`src/dvru_pkg.sv`:
```
// Shared types and codes for the distance-vector route update unit.
// Used by the slot cells and the top level; depends on nothing.
`default_nettype none

package dvru_pkg;

    // Result action codes
    typedef enum logic [2:0] {
        ACT_OWN     = 3'd0,
        ACT_INSERT  = 3'd1,
        ACT_BETTER  = 3'd2,
        ACT_SAMEHOP = 3'd3,
        ACT_KEEP    = 3'd4,
        ACT_FULL    = 3'd5
    } action_t;

    // Configuration register indexes
    localparam int unsigned CFG_INDEX_BITS = 3;
    localparam logic [CFG_INDEX_BITS-1:0] REG_OWN_A    = 3'd0;
    localparam logic [CFG_INDEX_BITS-1:0] REG_OWN_B    = 3'd1;
    localparam logic [CFG_INDEX_BITS-1:0] REG_OWN_C    = 3'd2;
    localparam logic [CFG_INDEX_BITS-1:0] REG_OWN_D    = 3'd3;
    localparam logic [CFG_INDEX_BITS-1:0] REG_INFINITY = 3'd4;

    // Width of the reported slot index
    localparam int unsigned SLOT_OUT_BITS = 4;

    // Status of the search token as it walks the cell row
    typedef struct packed {
        logic valid;  // token present at this position
        logic hit;    // a valid slot with the destination was seen
        logic free;   // an empty slot was seen
    } probe_flags_t;

endpackage : dvru_pkg

`default_nettype wire

```
`src/dvru_adv_if.sv`:
```
// Input channel: one advertised route with its link data.
// Depends on nothing.
`default_nettype none

interface dvru_adv_if #(
    parameter int unsigned ADDR_BITS = 32,
    parameter int unsigned COST_BITS = 16
);
    logic                 valid;
    logic                 ready;
    logic [ADDR_BITS-1:0] neighbour_addr;
    logic [ADDR_BITS-1:0] arrival_iface;
    logic [ADDR_BITS-1:0] dest_addr;
    logic [COST_BITS-1:0] advertised_cost;
    logic [COST_BITS-1:0] hop_cost;

    modport source (
        output valid, neighbour_addr, arrival_iface, dest_addr, advertised_cost, hop_cost,
        input  ready
    );
    modport sink (
        input  valid, neighbour_addr, arrival_iface, dest_addr, advertised_cost, hop_cost,
        output ready
    );
endinterface : dvru_adv_if

`default_nettype wire

```
`src/dvru_res_if.sv`:
```
// Output channel: action, slot index and computed cost of one update.
// Depends on nothing.
`default_nettype none

interface dvru_res_if #(
    parameter int unsigned COST_BITS = 16
);
    logic                 valid;
    logic                 ready;
    logic [2:0]           action;
    logic [3:0]           slot_index;
    logic [COST_BITS-1:0] computed_cost;

    modport source (
        output valid, action, slot_index, computed_cost,
        input  ready
    );
    modport sink (
        input  valid, action, slot_index, computed_cost,
        output ready
    );
endinterface : dvru_res_if

`default_nettype wire

```
`src/dvru_cell.sv`:
```
// One route table slot: holds dest, next hop, interface and cost, and
// refines the search token as it passes. Depends on dvru_pkg.
`default_nettype none

module dvru_cell #(
    parameter int unsigned ADDR_BITS = 32,
    parameter int unsigned COST_BITS = 16,
    parameter int unsigned IDX_BITS  = 4,
    parameter int unsigned CELL_IDX  = 0
) (
    input  wire logic                  clk,
    input  wire logic                  rst_n,
    // search token from the previous cell
    input  wire dvru_pkg::probe_flags_t flags_in,
    input  wire logic [IDX_BITS-1:0]   match_idx_in,
    input  wire logic [IDX_BITS-1:0]   free_idx_in,
    input  wire logic [COST_BITS-1:0]  match_cost_in,
    input  wire logic [ADDR_BITS-1:0]  match_hop_in,
    // search token to the next cell
    output dvru_pkg::probe_flags_t     flags_out,
    output logic [IDX_BITS-1:0]        match_idx_out,
    output logic [IDX_BITS-1:0]        free_idx_out,
    output logic [COST_BITS-1:0]       match_cost_out,
    output logic [ADDR_BITS-1:0]       match_hop_out,
    // broadcast lookup key and slot write
    input  wire logic [ADDR_BITS-1:0]  key_dest,
    input  wire logic                  wr_en,
    input  wire logic [IDX_BITS-1:0]   wr_idx,
    input  wire logic [ADDR_BITS-1:0]  wr_hop,
    input  wire logic [ADDR_BITS-1:0]  wr_iface,
    input  wire logic [COST_BITS-1:0]  wr_cost
);
    import dvru_pkg::*;

    localparam logic [IDX_BITS-1:0] MY_IDX = IDX_BITS'(CELL_IDX);

    logic                 valid_reg;
    logic [ADDR_BITS-1:0] dest_reg;
    logic [ADDR_BITS-1:0] hop_reg;
    logic [ADDR_BITS-1:0] iface_reg;
    logic [COST_BITS-1:0] cost_reg;

    probe_flags_t         flags_reg;
    probe_flags_t         flags_next;
    logic [IDX_BITS-1:0]  match_idx_reg;
    logic [IDX_BITS-1:0]  match_idx_next;
    logic [IDX_BITS-1:0]  free_idx_reg;
    logic [IDX_BITS-1:0]  free_idx_next;
    logic [COST_BITS-1:0] match_cost_reg;
    logic [COST_BITS-1:0] match_cost_next;
    logic [ADDR_BITS-1:0] match_hop_reg;
    logic [ADDR_BITS-1:0] match_hop_next;

    logic hit_here;
    logic free_here;
    logic wr_sel;

    // lowest matching slot and lowest empty slot win
    assign hit_here  = valid_reg && (dest_reg == key_dest) && !flags_in.hit;
    assign free_here = !valid_reg && !flags_in.free;
    assign wr_sel    = wr_en && (wr_idx == MY_IDX);

    always_comb
    begin
        flags_next.valid = flags_in.valid;
        flags_next.hit   = flags_in.hit | hit_here;
        flags_next.free  = flags_in.free | free_here;
        match_idx_next   = hit_here  ? MY_IDX    : match_idx_in;
        match_cost_next  = hit_here  ? cost_reg  : match_cost_in;
        match_hop_next   = hit_here  ? hop_reg   : match_hop_in;
        free_idx_next    = free_here ? MY_IDX    : free_idx_in;
    end

    always_ff @(posedge clk or negedge rst_n)
    begin
        if (!rst_n)
        begin
            valid_reg <= 1'b0;
            flags_reg <= '0;
        end
        else
        begin
            flags_reg <= flags_next;
            if (wr_sel)
            begin
                valid_reg <= 1'b1;
            end
        end
    end

    always_ff @(posedge clk)
    begin
        match_idx_reg  <= match_idx_next;
        free_idx_reg   <= free_idx_next;
        match_cost_reg <= match_cost_next;
        match_hop_reg  <= match_hop_next;
        if (wr_sel)
        begin
            dest_reg  <= key_dest;
            hop_reg   <= wr_hop;
            iface_reg <= wr_iface;
            cost_reg  <= wr_cost;
        end
    end

    assign flags_out      = flags_reg;
    assign match_idx_out  = match_idx_reg;
    assign free_idx_out   = free_idx_reg;
    assign match_cost_out = match_cost_reg;
    assign match_hop_out  = match_hop_reg;

    // iface is stored for the forwarding side; not read by the search
    logic unused_iface;
    assign unused_iface = ^iface_reg;

endmodule : dvru_cell

`default_nettype wire

```
`src/distance_vector_route_update_unit.sv`:
```
// Distance-vector route update unit: control, cost path and the slot row.
// Depends on dvru_pkg, dvru_adv_if, dvru_res_if and dvru_cell.
//
// Usage:
//   adv (sink): one advertised route per word: neighbour_addr, arrival_iface,
//     dest_addr, advertised_cost, hop_cost. Taken when valid and ready.
//   result (source): one word per route: action, slot_index, computed_cost.
//   cfg_*: write own_addr_a..d (index 0..3) and infinity_cost (index 4)
//     while the unit is idle; other indexes are ignored.
// Timing: one route at a time. Cost and own-address check are registered in
//   ST_CALC, then a search token walks the row of TABLE_DEPTH slot cells, one
//   cell a cycle; an own-address route skips the walk. The slot write is made
//   as the token leaves the last cell, and the result word is loaded from
//   ST_PEND. adv is ready again in the same cycle as the result word turns
//   valid, so the next route starts while the result word waits.
// Reset clears all slot valid marks, own addresses to 0 and infinity to
//   65535. A stalled receiver holds the result word; the unit then holds the
//   following route before its result until the output register empties.
`default_nettype none

module distance_vector_route_update_unit #(
    parameter int unsigned TABLE_DEPTH = 16,
    parameter int unsigned ADDR_BITS   = 32,
    parameter int unsigned COST_BITS   = 16
) (
    input  wire logic                                  clk,
    input  wire logic                                  rst_n,
    input  wire logic                                  cfg_wen,
    input  wire logic [dvru_pkg::CFG_INDEX_BITS-1:0]   cfg_index,
    input  wire logic [((ADDR_BITS > COST_BITS) ? ADDR_BITS : COST_BITS)-1:0] cfg_data,
    dvru_adv_if.sink                                   adv,
    dvru_res_if.source                                 result
);
    import dvru_pkg::*;

    localparam int unsigned DATA_BITS = (ADDR_BITS > COST_BITS) ? ADDR_BITS : COST_BITS;
    localparam int unsigned IDX_BITS  = (TABLE_DEPTH > 1) ? $clog2(TABLE_DEPTH) : 1;

    typedef enum logic [1:0] {
        ST_IDLE,
        ST_CALC,
        ST_WALK,
        ST_PEND
    } state_t;

    // configuration
    logic [ADDR_BITS-1:0] own_a_reg;
    logic [ADDR_BITS-1:0] own_b_reg;
    logic [ADDR_BITS-1:0] own_c_reg;
    logic [ADDR_BITS-1:0] own_d_reg;
    logic [COST_BITS-1:0] inf_reg;
    logic [ADDR_BITS-1:0] cfg_addr;
    logic [COST_BITS-1:0] cfg_cost;

    assign cfg_addr = ADDR_BITS'(cfg_data & DATA_BITS'(64'hFFFF_FFFF));
    assign cfg_cost = COST_BITS'(cfg_data & DATA_BITS'(64'hFFFF));

    always_ff @(posedge clk or negedge rst_n)
    begin
        if (!rst_n)
        begin
            own_a_reg <= '0;
            own_b_reg <= '0;
            own_c_reg <= '0;
            own_d_reg <= '0;
            inf_reg   <= COST_BITS'(65535);
        end
        else if (cfg_wen)
        begin
            case (cfg_index)
                REG_OWN_A:    own_a_reg <= cfg_addr;
                REG_OWN_B:    own_b_reg <= cfg_addr;
                REG_OWN_C:    own_c_reg <= cfg_addr;
                REG_OWN_D:    own_d_reg <= cfg_addr;
                REG_INFINITY: inf_reg   <= cfg_cost;
                default:      ;
            endcase
        end
    end

    // control and result registers
    state_t               state_reg;
    logic                 res_valid_reg;
    action_t              res_action_reg;
    logic [IDX_BITS-1:0]  res_slot_reg;
    logic [COST_BITS-1:0] res_cost_reg;
    action_t              pend_action_reg;
    logic [IDX_BITS-1:0]  pend_slot_reg;

    // item payload
    logic [ADDR_BITS-1:0] nbr_reg;
    logic [ADDR_BITS-1:0] iface_reg;
    logic [ADDR_BITS-1:0] dest_reg;
    logic [COST_BITS-1:0] adv_cost_reg;
    logic [COST_BITS-1:0] hop_cost_reg;
    logic [COST_BITS-1:0] cost_reg;

    logic adv_fire;
    logic res_free;
    assign adv.ready = (state_reg == ST_IDLE);
    assign adv_fire  = adv.valid && adv.ready;
    assign res_free  = !res_valid_reg || result.ready;

    // saturated path cost and own-address check
    logic [COST_BITS:0]   cost_sum;
    logic [COST_BITS-1:0] cost_calc;
    logic                 is_own;

    assign cost_sum = {1'b0, adv_cost_reg} + {1'b0, hop_cost_reg};

    always_comb
    begin
        if (adv_cost_reg >= inf_reg)
        begin
            cost_calc = inf_reg;
        end
        else if (cost_sum >= {1'b0, inf_reg})
        begin
            cost_calc = inf_reg;
        end
        else
        begin
            cost_calc = cost_sum[COST_BITS-1:0];
        end
    end

    assign is_own = (dest_reg == own_a_reg) || (dest_reg == own_b_reg) ||
                    (dest_reg == own_c_reg) || (dest_reg == own_d_reg);

    // slot cell row
    probe_flags_t         chain_flags [TABLE_DEPTH+1];
    logic [IDX_BITS-1:0]  chain_midx  [TABLE_DEPTH+1];
    logic [IDX_BITS-1:0]  chain_fidx  [TABLE_DEPTH+1];
    logic [COST_BITS-1:0] chain_mcost [TABLE_DEPTH+1];
    logic [ADDR_BITS-1:0] chain_mhop  [TABLE_DEPTH+1];

    logic                 wr_en;
    logic [IDX_BITS-1:0]  wr_idx;

    // inject the token as the cost is settled
    assign chain_flags[0].valid = (state_reg == ST_CALC) && !is_own;
    assign chain_flags[0].hit   = 1'b0;
    assign chain_flags[0].free  = 1'b0;
    assign chain_midx[0]        = '0;
    assign chain_fidx[0]        = '0;
    assign chain_mcost[0]       = '0;
    assign chain_mhop[0]        = '0;

    for (genvar g = 0; g < TABLE_DEPTH; g++)
    begin : g_cell
        dvru_cell #(
            .ADDR_BITS (ADDR_BITS),
            .COST_BITS (COST_BITS),
            .IDX_BITS  (IDX_BITS),
            .CELL_IDX  (g)
        ) u_cell (
            .clk            (clk),
            .rst_n          (rst_n),
            .flags_in       (chain_flags[g]),
            .match_idx_in   (chain_midx[g]),
            .free_idx_in    (chain_fidx[g]),
            .match_cost_in  (chain_mcost[g]),
            .match_hop_in   (chain_mhop[g]),
            .flags_out      (chain_flags[g+1]),
            .match_idx_out  (chain_midx[g+1]),
            .free_idx_out   (chain_fidx[g+1]),
            .match_cost_out (chain_mcost[g+1]),
            .match_hop_out  (chain_mhop[g+1]),
            .key_dest       (dest_reg),
            .wr_en          (wr_en),
            .wr_idx         (wr_idx),
            .wr_hop         (nbr_reg),
            .wr_iface       (iface_reg),
            .wr_cost        (cost_reg)
        );
    end

    // decision on the token leaving the last cell
    probe_flags_t         tail;
    logic                 tail_done;
    action_t              dec_action;
    logic [IDX_BITS-1:0]  dec_slot;

    assign tail      = chain_flags[TABLE_DEPTH];
    assign tail_done = (state_reg == ST_WALK) && tail.valid;

    always_comb
    begin
        dec_action = ACT_FULL;
        dec_slot   = '0;
        wr_en      = 1'b0;
        if (tail.hit)
        begin
            dec_slot = chain_midx[TABLE_DEPTH];
            if (cost_reg < chain_mcost[TABLE_DEPTH])
            begin
                dec_action = ACT_BETTER;
                wr_en      = tail_done;
            end
            else if (chain_mhop[TABLE_DEPTH] == nbr_reg)
            begin
                dec_action = ACT_SAMEHOP;
                wr_en      = tail_done;
            end
            else
            begin
                dec_action = ACT_KEEP;
            end
        end
        else if (tail.free)
        begin
            dec_slot   = chain_fidx[TABLE_DEPTH];
            dec_action = ACT_INSERT;
            wr_en      = tail_done;
        end
    end

    assign wr_idx = dec_slot;

    // sequencer and output register
    always_ff @(posedge clk or negedge rst_n)
    begin
        if (!rst_n)
        begin
            state_reg     <= ST_IDLE;
            res_valid_reg <= 1'b0;
        end
        else
        begin
            // load a new word, else drop the one just taken
            if ((state_reg == ST_PEND) && res_free)
            begin
                res_valid_reg <= 1'b1;
            end
            else if (result.valid && result.ready)
            begin
                res_valid_reg <= 1'b0;
            end
            case (state_reg)
                ST_IDLE:
                begin
                    if (adv_fire)
                    begin
                        state_reg <= ST_CALC;
                    end
                end
                ST_CALC:
                begin
                    state_reg <= is_own ? ST_PEND : ST_WALK;
                end
                ST_WALK:
                begin
                    if (tail.valid)
                    begin
                        state_reg <= ST_PEND;
                    end
                end
                ST_PEND:
                begin
                    if (res_free)
                    begin
                        state_reg <= ST_IDLE;
                    end
                end
                default:
                begin
                    state_reg <= ST_IDLE;
                end
            endcase
        end
    end

    always_ff @(posedge clk)
    begin
        if (adv_fire)
        begin
            nbr_reg      <= adv.neighbour_addr;
            iface_reg    <= adv.arrival_iface;
            dest_reg     <= adv.dest_addr;
            adv_cost_reg <= adv.advertised_cost;
            hop_cost_reg <= adv.hop_cost;
        end
        if (state_reg == ST_CALC)
        begin
            cost_reg        <= cost_calc;
            pend_action_reg <= ACT_OWN;
            pend_slot_reg   <= '0;
        end
        if (tail_done)
        begin
            pend_action_reg <= dec_action;
            pend_slot_reg   <= dec_slot;
        end
        if ((state_reg == ST_PEND) && res_free)
        begin
            res_action_reg <= pend_action_reg;
            res_slot_reg   <= pend_slot_reg;
            res_cost_reg   <= cost_reg;
        end
    end

    // report the slot index in four bits
    logic [IDX_BITS+SLOT_OUT_BITS-1:0] slot_wide;
    assign slot_wide = {{SLOT_OUT_BITS{1'b0}}, res_slot_reg};

    assign result.valid         = res_valid_reg;
    assign result.action        = res_action_reg;
    assign result.slot_index    = slot_wide[SLOT_OUT_BITS-1:0];
    assign result.computed_cost = res_cost_reg;

endmodule : distance_vector_route_update_unit

`default_nettype wire
```
`src/flat_wrapper.sv`:
```
// flat-port wrapper written by rule: the top's interface ports become plain ports
module distance_vector_route_update_unit_flat import dvru_pkg::*;
#(
    parameter int unsigned TABLE_DEPTH = 16,
    parameter int unsigned ADDR_BITS   = 32,
    parameter int unsigned COST_BITS   = 16
)
  (clk, rst_n, cfg_wen, cfg_index, cfg_data, adv_valid, adv_neighbour_addr, adv_arrival_iface, adv_dest_addr, adv_advertised_cost, adv_hop_cost, adv_ready, result_valid, result_action, result_slot_index, result_computed_cost, result_ready);
  dvru_adv_if #(.ADDR_BITS(ADDR_BITS), .COST_BITS(COST_BITS)) adv_i ();
  dvru_res_if #(.COST_BITS(COST_BITS)) result_i ();
  input  wire logic clk;
  input  wire logic rst_n;
  input  wire logic cfg_wen;
  input  wire logic [dvru_pkg::CFG_INDEX_BITS-1:0] cfg_index;
  input  wire logic [((ADDR_BITS > COST_BITS) ? ADDR_BITS : COST_BITS)-1:0] cfg_data;
  input wire logic [$bits(adv_i.valid)-1:0] adv_valid;
  input wire logic [$bits(adv_i.neighbour_addr)-1:0] adv_neighbour_addr;
  input wire logic [$bits(adv_i.arrival_iface)-1:0] adv_arrival_iface;
  input wire logic [$bits(adv_i.dest_addr)-1:0] adv_dest_addr;
  input wire logic [$bits(adv_i.advertised_cost)-1:0] adv_advertised_cost;
  input wire logic [$bits(adv_i.hop_cost)-1:0] adv_hop_cost;
  output wire logic [$bits(adv_i.ready)-1:0] adv_ready;
  output wire logic [$bits(result_i.valid)-1:0] result_valid;
  output wire logic [$bits(result_i.action)-1:0] result_action;
  output wire logic [$bits(result_i.slot_index)-1:0] result_slot_index;
  output wire logic [$bits(result_i.computed_cost)-1:0] result_computed_cost;
  input wire logic [$bits(result_i.ready)-1:0] result_ready;
  assign adv_i.valid = adv_valid;
  assign adv_i.neighbour_addr = adv_neighbour_addr;
  assign adv_i.arrival_iface = adv_arrival_iface;
  assign adv_i.dest_addr = adv_dest_addr;
  assign adv_i.advertised_cost = adv_advertised_cost;
  assign adv_i.hop_cost = adv_hop_cost;
  assign adv_ready = adv_i.ready;
  assign result_valid = result_i.valid;
  assign result_action = result_i.action;
  assign result_slot_index = result_i.slot_index;
  assign result_computed_cost = result_i.computed_cost;
  assign result_i.ready = result_ready;
  distance_vector_route_update_unit #(.TABLE_DEPTH(TABLE_DEPTH), .ADDR_BITS(ADDR_BITS), .COST_BITS(COST_BITS)) u_core (.clk(clk), .rst_n(rst_n), .cfg_wen(cfg_wen), .cfg_index(cfg_index), .cfg_data(cfg_data), .adv(adv_i), .result(result_i));
endmodule
```
`config.mk`:
```
export PLATFORM = sky130hd
export DESIGN_NAME = distance_vector_route_update_unit_flat
export DESIGN_NICKNAME = d
export VERILOG_FILES = /design/src/dvru_pkg.sv /design/src/dvru_adv_if.sv /design/src/dvru_res_if.sv /design/src/dvru_cell.sv /design/src/distance_vector_route_update_unit.sv /design/src/flat_wrapper.sv
export SDC_FILE = /design/constraint.sdc
export NUM_CORES = 2
export LEC_CHECK = 0
export BUFFER_PORTS_ARGS = -buffer_cell sky130_fd_sc_hd__buf_2
export CAP_MARGIN = 5
export CORE_AREA = 2 2 446 448
export CTS_CLUSTER_SIZE = 20
export DETAILED_ROUTE_END_ITERATION = 10
export DIE_AREA = 0 0 448 450
export PLACE_DENSITY = 0.6
export SYNTH_ARGS = -nofsm -noshare
export SYNTH_HDL_FRONTEND = slang
export SYNTH_SLANG_ARGS = --single-unit
```
`constraint.sdc`:
```
create_clock -name clk -period 4.99 [get_ports clk]
set_input_delay 0.7485 -clock clk [delete_from_list [all_inputs] [get_ports clk]]
set_output_delay 0.7485 -clock clk [all_outputs]
set_load 0.01 [all_outputs]
```
# --- After elaboration in Yosys (flattened, before gate mapping) ---
# Cells that the tools add are included.
classes:
  n_reduce_logical: 130
  n_bitwise: 30
  n_eq_ne: 46
  magnitude_cmp: 3
  n_addsub: 1
  n_mux: 55
op_table:
  columns: ["cell", "count"]
  rows:
  - ["32-bit == test", 21]
  - ["32-bit two-way mux", 15]
  - ["16-bit two-way mux", 17]
  - ["1-bit logical AND", 67]
  - ["1-bit zero test", 48]
  - ["4-bit == test, second input constant", 8]
  - ["1-bit OR", 30]
  - ["3-bit two-way mux", 6]
  - ["16-bit by 16-bit adder with 17-bit output", 1]
  - ["17-bit by 16-bit >= comparator with 1-bit output", 1]
  - ["4-bit by 3-bit == test with 1-bit output, second input constant", 4]
  - ["16-bit >= comparator", 1]
  - ["16-bit less-than comparator", 1]
  - ["4-bit two-way mux", 4]
  - ["2-bit AND reduction", 5]
  - ["1-bit two-way mux", 9]
  - ["4-bit by 2-bit == test with 1-bit output, second input constant", 2]
  - ["2-bit one-hot mux with 4 select lines", 1]
  - ["3-bit by 2-bit == test with 1-bit output, second input constant", 2]
  - ["2-bit two-way mux", 3]
  - ["2-bit == test, second input constant", 2]
  - ["4-bit by 1-bit == test with 1-bit output, second input constant", 1]
  - ["4-bit zero test", 1]
  - ["1-bit logical OR", 4]
  - ["other kinds (9)", 11]
totals:
  word_cells: 456
  input_bits: 168
  reg_bits: 2499
  out_inout_bits: 25

# --- Longest topological paths before layout ---
depth:
  depth_word: 6
  ltp_mapped: 17
  mapped_depth_nobuf: 16

# --- Hierarchy ---
# A second synthesis with hierarchy kept.
hier_totals:
  cells_unflattened: 5191
  hier_area_um2: 93175.6
by_module_without_submodules:
  columns: ["module", "seq_area_each_um2", "area_per_inst_um2", "cells_each", "instances"]
  rows:
  - ["dvru_cell at u_core.g_cell[0].u_cell ...", 3623.5, 4906.0, 261, 7]
  - ["dvru_cell at u_core.g_cell[11].u_cell ...", 3623.5, 4907.2, 261, 4]
  - ["dvru_cell at u_core.g_cell[13].u_cell ...", 3623.5, 4903.5, 261, 4]
  - ["distance_vector_route_update_unit", 8923.6, 14685.3, 1014, 1]
  - ["dvru_cell at u_core.g_cell[15].u_cell", 3623.5, 4906.0, 262, 1]

# --- Least setup slack after synthesis ---
# Ideal clock, no wire load.
synth_path:
  path_type: "register -> register"
  from: "register u_core.cost_reg[9]"
  to: "register u_core.g_cell[7].u_cell.cost_reg[0] (enable)"
  t_required_ps: 4542
  stages_incl_launch_ff: 10
  n_path_buf: 1
  arrival_ps: 4189
  period_less_slack_ps: 4636
  slack_ps: 354
  setup_ps: 448
  cell_sequence: "edfxtp_1 ha_1 a21o_1 a21o_1 a21oi_1 a21oi_1 a221o_1 nand3_1 clkbuf_1 and3_1"
synth_between:
  elab_chain_len: 4
synth_lines:
  columns: ["element", "line", "source"]
  rows:
  - ["start, declared", "distance_vector_route_update_unit.sv:96", "logic [COST_BITS-1:0] cost_reg;"]
  - ["start signal, assigned", "distance_vector_route_update_unit.sv:285", "cost_reg <= cost_calc;"]
  - ["16-bit less-than comparator", "distance_vector_route_update_unit.sv:195", "if (cost_reg < chain_mcost[TABLE_DEPTH])"]
  - ["1-bit two-way mux", "distance_vector_route_update_unit.sv:195", null]
  - ["1-bit two-way mux", "distance_vector_route_update_unit.sv:192", "if (tail.hit)"]
  - ["1-bit logical AND", "dvru_cell.sv:61", "assign wr_sel = wr_en && (wr_idx == MY_IDX);"]
  - ["net u_core.g_cell[7].u_cell.wr_sel", "dvru_cell.sv:56", "logic wr_sel;"]
  - ["end signal, assigned", "dvru_cell.sv:102", "cost_reg <= wr_cost;"]
  - ["end, declared", "dvru_cell.sv:41", "logic [COST_BITS-1:0] cost_reg;"]
# The timed path passes the listed nets, and every way through them passes these cells.
# A chain may end at the register's enable or synchronous reset.

# --- Worst setup path in the final report ---
layout_path:
  from: "register u_core.adv_cost_reg[0]"
  to: "register u_core.cost_reg[9] (data pin)"
layout_between:
  elab_chain_len: 4
  elab_cells_between_ends: 5
  cone_classes: "1 x add/sub; 2 x order compare; 2 x mux"
layout_lines:
  columns: ["element", "line", "source"]
  rows:
  - ["start, declared", "distance_vector_route_update_unit.sv:94", "logic [COST_BITS-1:0] adv_cost_reg;"]
  - ["start signal, assigned", "distance_vector_route_update_unit.sv:280", "adv_cost_reg <= adv.advertised_cost;"]
  - ["16-bit by 16-bit adder with 17-bit output", "distance_vector_route_update_unit.sv:109", "assign cost_sum = {1'b0, adv_cost_reg} + {1'b0, hop_cost_reg};"]
  - ["17-bit by 16-bit >= comparator with 1-bit output", "distance_vector_route_update_unit.sv:117", "else if (cost_sum >= {1'b0, inf_reg})"]
  - ["16-bit two-way mux", "distance_vector_route_update_unit.sv:117", null]
  - ["16-bit two-way mux (*)", "distance_vector_route_update_unit.sv:113", "if (adv_cost_reg >= inf_reg)"]
  - ["net u_core.cost_calc[9]", "distance_vector_route_update_unit.sv:106", "logic [COST_BITS-1:0] cost_calc;"]
# The timed path passes the listed nets; every way through them passes the cells marked *.

==> metrics <==
status completed; nets 5795; global-route wire length before repair between 200000 and 300000 um; clk sink count about 2500; total wire length 188000 um; prevailing post-synth register cell edfxtp_1; Crit path arrival time approximately 5.3 ns; vias in the first global route 43967; Netlist cell types 64; initial antenna violation count 5; CP max FO 16; Core Box Area around 200000 um^2; setup_tns 0 ns; asr flop ratio synth 8.44%; VDD IR-drop max between 0.3 and 0.4 mV; synth warn 0; Vias/cell just over 5; leak pwr 37.2 nW; most frequent cells in the layout 1422 x edfxtp_1, 866 x dfxtp_1, 794 x mux2_2; final hold viol count 0; relative slew slack 27.9%; Worst Setup Start Kind flop; number of synthesized register bits roughly 2500; worst endpoint required time 5.55 ns; fraction of layout cells with a size suffix above 1 around 29%; max cap viols 0; pin count of the biggest net entering global routing 95; IO Pins 193; die height 450 um; clk_lat worst skew around 0.89 ns; Core Util, Final 51.9%; DR iter-0 viols 2979; num rows about 160; synthesized netlist cell count between 5000 and 6000; total CTS buffers 240; Setup crit end kind flop; Clk Tree Root Cell clkbuf_16; FMAX about 0.21 GHz; mean post-synth cell area ~17 um^2; Final ANT Viol Nets 0; Top Usage Layer GRT met2; DP Wirelength roughly 110000 um; PwrDens approximately 450 nW/um^2; Tcrit/Tclk final a little over nine tenths; # port buffers 160; clock transition at the registers of the reported paths around 0.06 ns; drt wl/cell about 22 um; reg2reg setup slack about 0.28 ns; clock skew between 0.08 and 0.09 ns; post-layout min period 4.71 ns; htree depth 4; Fillers 15982; most common cell after layout, fill and taps aside edfxtp_1; CTS tree done; DRT Pass-1 Iters 7; die area 202000 um^2; RSZ-0062 raised after global routing no; Mapped Nets approximately 5300; GRT met2 Usage 30.6%; CTS max path bufs 3; placed insts between 7000 and 8000; Crit Path Class reg2reg; worst hold path class in2reg; GR met1 Demand/Resource roughly a quarter; sequential-to-total area share from yosys stat 74.2%; gp weighted congestion 0.843; Netlist Area Pre-Place approximately 88000 um^2; met3 Usage GRT under 10%; Slew Limit Fails 0; Starting Density between 40% and 50%; Layout Cells excl Fill between 8000 and 9000; worst slew pin tran 1.08 ns; EDFF count, synth ~1400; final number of setup-violating endpoints 0; chip width between 400 and 500 um; vias post-DR 42519; area grow syn2layout 15.9%; DRC viols 0; global route overflow 0; Total GRT Usage 18.7%
==> repair_timing <==
action / 4_1_cts / 5_1_grt
resized for setup: 0 / 2
endpoints found under the hold margin: 138 / 0
endpoints found under the setup margin: 0 / 14
setup buffers: 0 / 0
hold buffers: 60 / 0
==> routing by layer <==
metal	part of all wire, %	wire [um]	up-vias
met1	45	85700	21979
li1	-	-	19443
met4	2.4	4570	2
met5	0.0058	11	-
met2	48	90800	806
met3	3.9	7330	289
==> where the power goes <==
group / internal [mW] / switching, mW
Sequential: 23.3 / 0.912
Clock: 10.5 / 7.72
Combinational: 1.59 / 2.37
Total: 35.3 / 11.0
==> area by class of cell <==
cell class | count | area [um^2] | area share, %
Antenna cell | 3 | 7.51 | 0.00736
Clock inverter | 91 | 1100 | 1.07
Tap cell | 2640 | 3300 | 3.24
Multi-Input combinational cell | 2361 | 21400 | 21.0
Timing Repair Buffer | 413 | 3750 | 3.67
Sequential cell | 2499 | 65300 | 64.0
Clock buffer | 367 | 7020 | 6.87
Inverter | 44 | 165 | 0.162
==> through the flow <==
step                      instance area [um^2]  total power, mW  worst slack (ns)  hold slack [ns]
final                                   102000             46.3             0.275           0.0770
after global routing                    102000             48.1           0.00990           0.0196
after CTS                               102000             46.9             0.213          0.00361
after detailed placement                 93300             28.6             0.302            0.336
after global placement                   93300             28.5             0.309            0.332
after floorplan                          88100             26.7             0.354            0.331
==> Yosys cell counts (5+ instances only) <==
| cell type | count | area share [%] |
|---|---|---|
| edfxtp_1 | 1422 | 48 |
| dfxtp_1 | 866 | 20 |
| mux2_2 | 794 | 10 |
| xnor2_1 | 422 | 4.2 |
| xor2_1 | 262 | 2.6 |
| dfrtp_1 | 195 | 5.5 |
| nand4_1 | 122 | 0.87 |
| nor4_1 | 86 | 0.61 |
| mux2_1 | 72 | 0.92 |
| buf_6 | 70 | 0.89 |
| ha_1 | 67 | 0.95 |
| nor2_1 | 64 | 0.27 |
| or2_2 | 57 | 0.40 |
| and2_1 | 51 | 0.36 |
| nand2_1 | 45 | 0.19 |
| inv_1 | 44 | 0.19 |
| nor2b_1 | 44 | 0.31 |
| buf_4 | 39 | 0.33 |
| nand2b_1 | 37 | 0.26 |
| buf_2 | 31 | 0.18 |
| nand3_1 | 30 | 0.17 |
| o21ai_0 | 27 | 0.15 |
| a21oi_1 | 26 | 0.15 |
| clkbuf_1 | 21 | 0.089 |
| nor3_1 | 20 | 0.11 |
| a21o_1 | 17 | 0.14 |
| and3_1 | 17 | 0.12 |
| a31o_2 | 16 | 0.16 |
| dfstp_2 | 16 | 0.48 |
| or4_4 | 11 | 0.14 |
| nor2_8 | 10 | 0.23 |
| and4b_1 | 8 | 0.091 |
| or4_1 | 7 | 0.060 |
| o21bai_1 | 6 | 0.051 |
| a211oi_1 | 5 | 0.043 |
==> logic make-up (layout without fill, tap and decap cells) <==
logic type	Yosys count	after routing	share of synthesized area, %
flops	2499	2499	74.2
mux	868	868	11.1
xor+xnor	684	684	6.80
simple gates	619	619	4.31
buf+inv	208	915	1.69
compound gates	122	122	0.940
fa+ha+maj	68	68	0.974
other cells	0	3	0
==> final timing paths <==
path,start,to,cells after the start
setup / recovery,u_core.adv_cost_reg[0]$_DFFE_PP_,u_core.cost_reg[9]$_DFFE_PP_,17
hold / removal,adv_dest_addr[12],u_core.dest_reg[12]$_DFFE_PP_,1
setup reg to reg,u_core.adv_cost_reg[0]$_DFFE_PP_,u_core.cost_reg[9]$_DFFE_PP_,17
hold reg to reg,u_core.g_cell[5].u_cell.flags_out[2]$_DFF_PN0_,u_core.g_cell[6].u_cell.flags_out[2]$_DFF_PN0_,0
max in group asynchronous,rst_n,u_core.inf_reg[8]$_DFFE_PN1P_,3
min in group asynchronous,rst_n,u_core.own_c_reg[18]$_DFFE_PN0P_,2
==> worst max-delay path: stages (launching register included) <==
cell and delay (ns):
edfxtp_1 0.42, ha_1 0.25, fa_1 0.46, a211oi_2 0.26, o21ai_1 0.14, nand3_1 0.09
o221ai_1 0.19, or2_2 0.38, xor2_1 0.17, ha_1 0.30, and3_1 0.18, nand3_1 0.10
nor2_1 0.08, a21boi_0 0.13, o311a_1 0.39, a2111oi_4 0.33, buf_12 0.21, mux2_2 0.35
(Power assumes the default switching activity.)
